### src/rtl/core/gcmd_pkg.sv
// Shared types, gamma table builder and queue item for the mip downsampler.
package gcmd_pkg;

	typedef logic [15:0] lin_tab_t [256];

	localparam int unsigned QUEUE_DEPTH = 4;
	localparam int unsigned QCNT_W      = $clog2(QUEUE_DEPTH + 1);
	localparam int unsigned QPTR_W      = $clog2(QUEUE_DEPTH);

	// one averaged square waiting for conversion back to codes
	typedef struct packed {
		logic [15:0] avg_red;
		logic [15:0] avg_green;
		logic [15:0] avg_blue;
		logic [7:0]  avg_alpha;
		logic        row_end;
		logic        image_end;
	} gcmd_item_t;

	function automatic longint unsigned isqrt64(input longint unsigned n_in);
		longint unsigned n;
		longint unsigned r;
		longint unsigned b;
		n = n_in;
		r = 0;
		b = 64'h4000_0000_0000_0000;
		while (b > n) b = b >> 2;
		while (b != 0) begin
			if (n >= r + b) begin
				n = n - (r + b);
				r = (r >> 1) + b;
			end else begin
				r = r >> 1;
			end
			b = b >> 2;
		end
		return r;
	endfunction

	// linear value of each code, 16-bit fraction of 65535
	function automatic lin_tab_t build_lin(input int unsigned gamma_milli);
		lin_tab_t        t;
		longint unsigned x;
		longint unsigned acc;
		int unsigned     rem;
		int unsigned     whole;
		t[0] = 16'd0;
		for (int v = 1; v < 256; v++) begin
			x     = (longint'(v) << 30) / 255;
			acc   = 64'd1 << 30;
			rem   = gamma_milli % 1000;
			whole = gamma_milli / 1000;
			for (int k = 0; k < 8; k++) begin
				if (k < whole) acc = (acc * x) >> 30;
			end
			for (int i = 0; i < 24; i++) begin
				x   = isqrt64(x << 30);
				rem = rem * 2;
				if (rem >= 1000) begin
					rem = rem - 1000;
					acc = (acc * x) >> 30;
				end
			end
			t[v] = 16'((acc * 65535 + (64'd1 << 29)) >> 30);
		end
		return t;
	endfunction

endpackage

### src/rtl/core/gcmd_queue.sv
// Short FIFO between the front end and the code conversion back end.
module gcmd_queue
	import gcmd_pkg::*;
(
	input  logic              clk,
	input  logic              arst_n,
	input  logic              push,
	input  gcmd_item_t        push_item,
	input  logic              pop,
	output logic              not_empty,
	output gcmd_item_t        head,
	output logic [QCNT_W-1:0] count
);

	gcmd_item_t        mem_q [QUEUE_DEPTH];
	logic [QPTR_W-1:0] wr_ptr_q, rd_ptr_q;
	logic [QCNT_W-1:0] count_q;

	assign not_empty = count_q != '0;
	assign head      = mem_q[rd_ptr_q];
	assign count     = count_q;

	always_ff @(posedge clk or negedge arst_n) begin
		if (!arst_n) begin
			wr_ptr_q <= '0;
			rd_ptr_q <= '0;
			count_q  <= '0;
		end else begin
			if (push) wr_ptr_q <= wr_ptr_q + QPTR_W'(1);
			if (pop) rd_ptr_q <= rd_ptr_q + QPTR_W'(1);
			unique case ({push, pop})
				2'b10:   count_q <= count_q + QCNT_W'(1);
				2'b01:   count_q <= count_q - QCNT_W'(1);
				default: count_q <= count_q;
			endcase
		end
	end

	always_ff @(posedge clk) begin
		if (push) mem_q[wr_ptr_q] <= push_item;
	end

endmodule

### config.mk
export PLATFORM = sky130hd
export DESIGN_NAME = gcmd_queue
export DESIGN_NICKNAME = d
export VERILOG_FILES = /design/src/rtl/core/gcmd_pkg.sv /design/src/rtl/core/gcmd_queue.sv
export SDC_FILE = /design/constraint.sdc
export NUM_CORES = 1
export LEC_CHECK = 0
export BUFFER_PORTS_ARGS = -buffer_cell sky130_fd_sc_hd__buf_2
export CORE_MARGIN = 1
export CORE_UTILIZATION = 51
export CTS_CLUSTER_DIAMETER = 40
export CTS_CLUSTER_SIZE = 14
export DETAILED_ROUTE_END_ITERATION = 8
export GPL_TIMING_DRIVEN = 0
export PLACE_DENSITY = 0.75
export SLEW_MARGIN = 20
export SYNTH_ARGS = -nofsm -noshare
export SYNTH_HDL_FRONTEND = slang
export SYNTH_SLANG_ARGS = --single-unit
### constraint.sdc
create_clock -name clk -period 2.6 [get_ports clk]
set_input_delay 0.26 -clock clk [delete_from_list [all_inputs] [get_ports clk]]
set_output_delay 0.26 -clock clk [all_outputs]
set_load 0.01 [all_outputs]
# --- Word-level counts from Yosys, hierarchy flattened ---
# Memories as Yosys holds them, arrays and structs flattened.
# Cells that the tools add are included.
totals:
  mem_count: 1
  wordCells: 15
  reg_bits: 7
  output_inout_bits: 62
  ramBits: 232
  input_bits: 62
mem_list:
  columns: ["memory", "depth", "width", "rd", "rd_clocked_by_memory_dff", "write_ports", "line_no", "source"]
  rows:
  - ["mem_q", 4, 58, 1, 0, 1, "gcmd_queue.sv:15", "gcmd_item_t mem_q [QUEUE_DEPTH];"]
classes:
  muxes: 3
  addsub: 4
  eq_ne: 2
  reduce_logical: 2
ops:
  columns: ["op", "count"]
  rows:
  - ["case mux 3 bit (2 select lines)", 1]
  - ["adder 2 x 1 -> 2 bit (second input constant)", 2]
  - ["adder 3 x 1 -> 3 bit (second input constant)", 1]
  - ["nonzero test 3 bit", 1]
  - ["subtractor 3 x 1 -> 3 bit (second input constant)", 1]
  - ["== test 2 x 1 -> 1 bit (second input constant)", 1]
  - ["== test 2 bit (second input constant)", 1]
  - ["2-to-1 mux 1 bit", 2]
  - ["nonzero test 2 bit", 1]

# --- Depth between registers and ports, before layout ---
logic_depth:
  word_depth: 2
  mapped_depth: 7
  ltp_nobuf: 7

# --- Least setup slack after synthesis ---
# Ideal clock, no wire load.
synth_timing:
  kind: "flip-flop to flip-flop"
  from: "register wr_ptr_q[0]"
  to: "memory mem_q[2][0] in the netlist's numbering (enable)"
  t_arrival_ps: 1992
  setup_ps: 422
  path_slack_ps: 187
  period_less_slack_ps: 2413
  stages_incl_launch_ff: 4
  path_cell_list: "dfrtp_1 > inv_1 > ha_1 > and2_1"
synth_lines:
  columns: ["element", "line_no", "source"]
  rows:
  - ["start: declaration", "gcmd_queue.sv:16", "logic [QPTR_W-1:0] wr_ptr_q, rd_ptr_q;"]
  - ["start signal: assignment", "gcmd_queue.sv:29", "if (push) wr_ptr_q <= wr_ptr_q + QPTR_W'(1);"]
  - ["end: declaration", "gcmd_queue.sv:15", null]
# No word-level cell before the write port.

==> results.sh <==
export IMPL_viasPerCell=5.27
export IMPL_antenna_cells=0
export IMPL_drv_cap=0
export IMPL_clkPwrFrac_pct=29.3
export IMPL_synth_fp_nets=407
export IMPL_layout_nets=623
export IMPL_seqCellArea_sq_um=7140
export IMPL_yosys_top_cells_area="edfxtp_1 (79%), mux4_2 (15%), dfrtp_1 (2.0%)"
export IMPL_die_w_um=134
export IMPL_drt_iter0_markers=256
export IMPL_r2r_start="wr_ptr_q[1]"
export IMPL_pre_cts_slack_ns=0.775
export IMPL_mostFrequentLayoutCell="edfxtp_1"
export IMPL_worst_pin_slew_ns=0.491
export IMPL_cts_made_buffers=27
export IMPL_synth_area_sq_um=8830
export IMPL_cp_end_kind="primary output"
export IMPL_clkLatencyLatePin_ns=0.52
export IMPL_worstSetupStartpointType="flop"
export IMPL_gr_usage_all_layers_pct=18.0
export IMPL_start_util_pct=52.7
export IMPL_power_total_uw=12600
export IMPL_clock_sinks=239
export IMPL_die_h_um=134
export IMPL_finalWorstSetupSlack_ns=0.426
export IMPL_ys_seq_elements=239
export IMPL_fmax_mhz=460
export IMPL_synth_cell_types=18
export IMPL_final_cell_mix="edfxtp_1 (232), buf_2 (128), dlygate4sd3_1 (60), mux4_2 (58), clkbuf_16 (27)"
export IMPL_multi_input_area_sq_um=1510
export IMPL_routedWlPerCell_um=19.6
export IMPL_r2r_setup_slack_ns=0.82
export IMPL_reg2reg_depth=4
export IMPL_dp_hpwl_um=9230
export IMPL_gr_total_overflow=0
export IMPL_timing_final_crit_share_pct=83.6
export IMPL_slew_headroom_pct=67.3
export IMPL_ys_warn_count=0
export IMPL_drcViolationCount=0
export IMPL_num_vias=4185
export IMPL_grt_pass1_wl_um=24300
export IMPL_placed_area_sq_um=9820
export IMPL_setup_viol=0
export IMPL_crit_arrival_ns=1.91
export IMPL_post_cts_setup_buffer_count=0
export IMPL_clk_pin_slew_worst_paths_ns=0.05
export IMPL_ant_nets=0
export IMPL_final_layout_size_suffix_gt1_share_pct=42.9
export IMPL_worstHoldPathType="input port to flop"
export IMPL_crit_type="flop to primary output"
export IMPL_whs_endpoint="wr_ptr_q[0]"
export IMPL_worst_ep_required_time_ns=2.34
export IMPL_p_int_uw=9080
export IMPL_ir_drop_v=0.000795
export IMPL_tritoncts="done"
export IMPL_cts_root_buf="clkbuf_16"
export IMPL_finalClockSkew_ns=0.0116
export IMPL_rows=47
export IMPL_coreArea_sq_um=16800
export IMPL_fin_crit_ns=2.17
export IMPL_port_buffer_count=123
export IMPL_grt_setup_unrepaired="false"
export IMPL_hold_depth=2
export IMPL_p_per_area_nw_per_um2=1110
export IMPL_htree_levels=1
export IMPL_place_congestion=0.675
export IMPL_postSynthCellCount=339
export IMPL_ys_seq_area_share_pct=80.8
export IMPL_io_pins=124
export IMPL_path_max_fanout=10
export IMPL_cellLeakagePower_uw=0.00400
export IMPL_drt_first_pass_iters=4
export IMPL_finalWirelength_um=15500
export IMPL_area_growth_pct=27.9
export IMPL_syn_area_per_cell_sq_um=26.1
export IMPL_pwr_share_seq_pct=41.4
export IMPL_antenna_found_initial=0
export IMPL_fill_cells=1088
export IMPL_grt_pass1_vias=4516
export IMPL_netSwitchingFraction_pct=27.8
export IMPL_slew_violations=0
export IMPL_outcome="complete, no violations"
export IMPL_grt_max_degree=37
export IMPL_r2r_end="mem_q[0][33]"
export IMPL_p_sw_uw=3500
export IMPL_yosysTopAreaCell="edfxtp_1"
export IMPL_die_area_sq_um=17900
export IMPL_fin_area_sq_um=11300
export IMPL_yosysTopAreaCellShare_pct=78.9
export IMPL_hp_start="push"
export IMPL_clockBufferDepth=3
export IMPL_combPwrFrac_pct=29.2
export IMPL_finalHoldViolations=0
## worst max-delay path, stage by stage (launching register included)
cell	delay [ns]
dfrtp_1	0.31
buf_2	0.15
buf_4	0.22
buf_4	0.23
mux4_2	0.34
buf_2	0.16
## repair_timing
action / 4_1_cts / 5_1_grt
hold endpoints to repair: 240 / 0
hold buffers: 60 / 0
resized for setup: 0 / 0
## power by group through the flow
stage | Combinational (uW) | Sequential [uW] | Clock, uW
after global routing | 3980 | 5270 | 3910
after detailed placement | 3710 | 5290 | 0
after global placement | 3560 | 5320 | 0
after floorplan | 2400 | 5280 | 0
after CTS | 3790 | 5220 | 3770
final | 3680 | 5210 | 3690
## cells by family after synthesis
group,share of synthesized area (%)
flops,80.8
mux,14.9
buf+inv,2.20
simple gates,0.482
xor+xnor,0.595
fa+ha+maj,0.935
compound gates,0.0566
## flip-flops by register name, indices dropped and copies added (netlist names)
signal,count
mem_q,232
count,3
rd_ptr_q,2
wr_ptr_q,2
## worst max path at each step
stage / start / endpoint / slack [ns] / depth (start not counted)
2_1_floorplan: wr_ptr_q[0] / mem_q[2][0] / 0.19 / 3
3_3_place_gp: wr_ptr_q[0] / mem_q[0][33] / -0.89 / 3
3_5_place_dp: wr_ptr_q[1] / mem_q[0][33] / 0.77 / 4
4_1_cts: rd_ptr_q[1] / head[46] / 0.35 / 5
5_1_grt: rd_ptr_q[1] / head[46] / 0.32 / 5
6_report: rd_ptr_q[1] / head[46] / 0.43 / 5
## synth_stat cells, drive strengths merged
| master | instances |
|---|---|
| and2 | 4 |
| buf | 14 |
| dfrtp | 7 |
| edfxtp | 232 |
| fa | 1 |
| ha | 5 |
| inv | 6 |
| mux2i | 1 |
| mux4 | 58 |
| nand2 | 2 |
| nor2 | 1 |
| o21ai | 1 |
| or3 | 1 |
| xnor2 | 2 |
| xor2 | 4 |
## layout make-up
class                   instances  share of cell area, %
repair buffers                187                   11.5
clock buffers                  30                   6.08
inverters                       6                  0.199
well taps                     220                   2.44
multi-input cells              80                   13.4
flip-flops and latches        239                   63.2
clock inverters                18                   1.76
plain buffers                  14                   1.52
## through the flow
| step | util (%) | hold slack (ns) | cells | TNS (ns) |
|---|---|---|---|---|
| after floorplan | - | -0.0356 | 339 | 0 |
| after global placement | 58.0 | 0.0998 | 682 | -195.03 |
| after detailed placement | 58.6 | 0.103 | 686 | 0 |
| after CTS | 67.4 | 0.0386 | 794 | 0 |
| after global routing | 67.4 | 0.0559 | 794 | 0 |
| final | 67.4 | 0.0594 | 794 | 0 |
## per-layer routing
metal / routed length [um] / vias to the layer above / global-route usage, %
met4: 278 / 0 / 5.43
met5: 0 / - / 0
met1: 6480 / 2160 / 23.8
met2: 8010 / 124 / 31.0
li1: - / 1876 / -
met3: 748 / 25 / 3.04
Note: power is estimated with default switching activity, not from simulation.
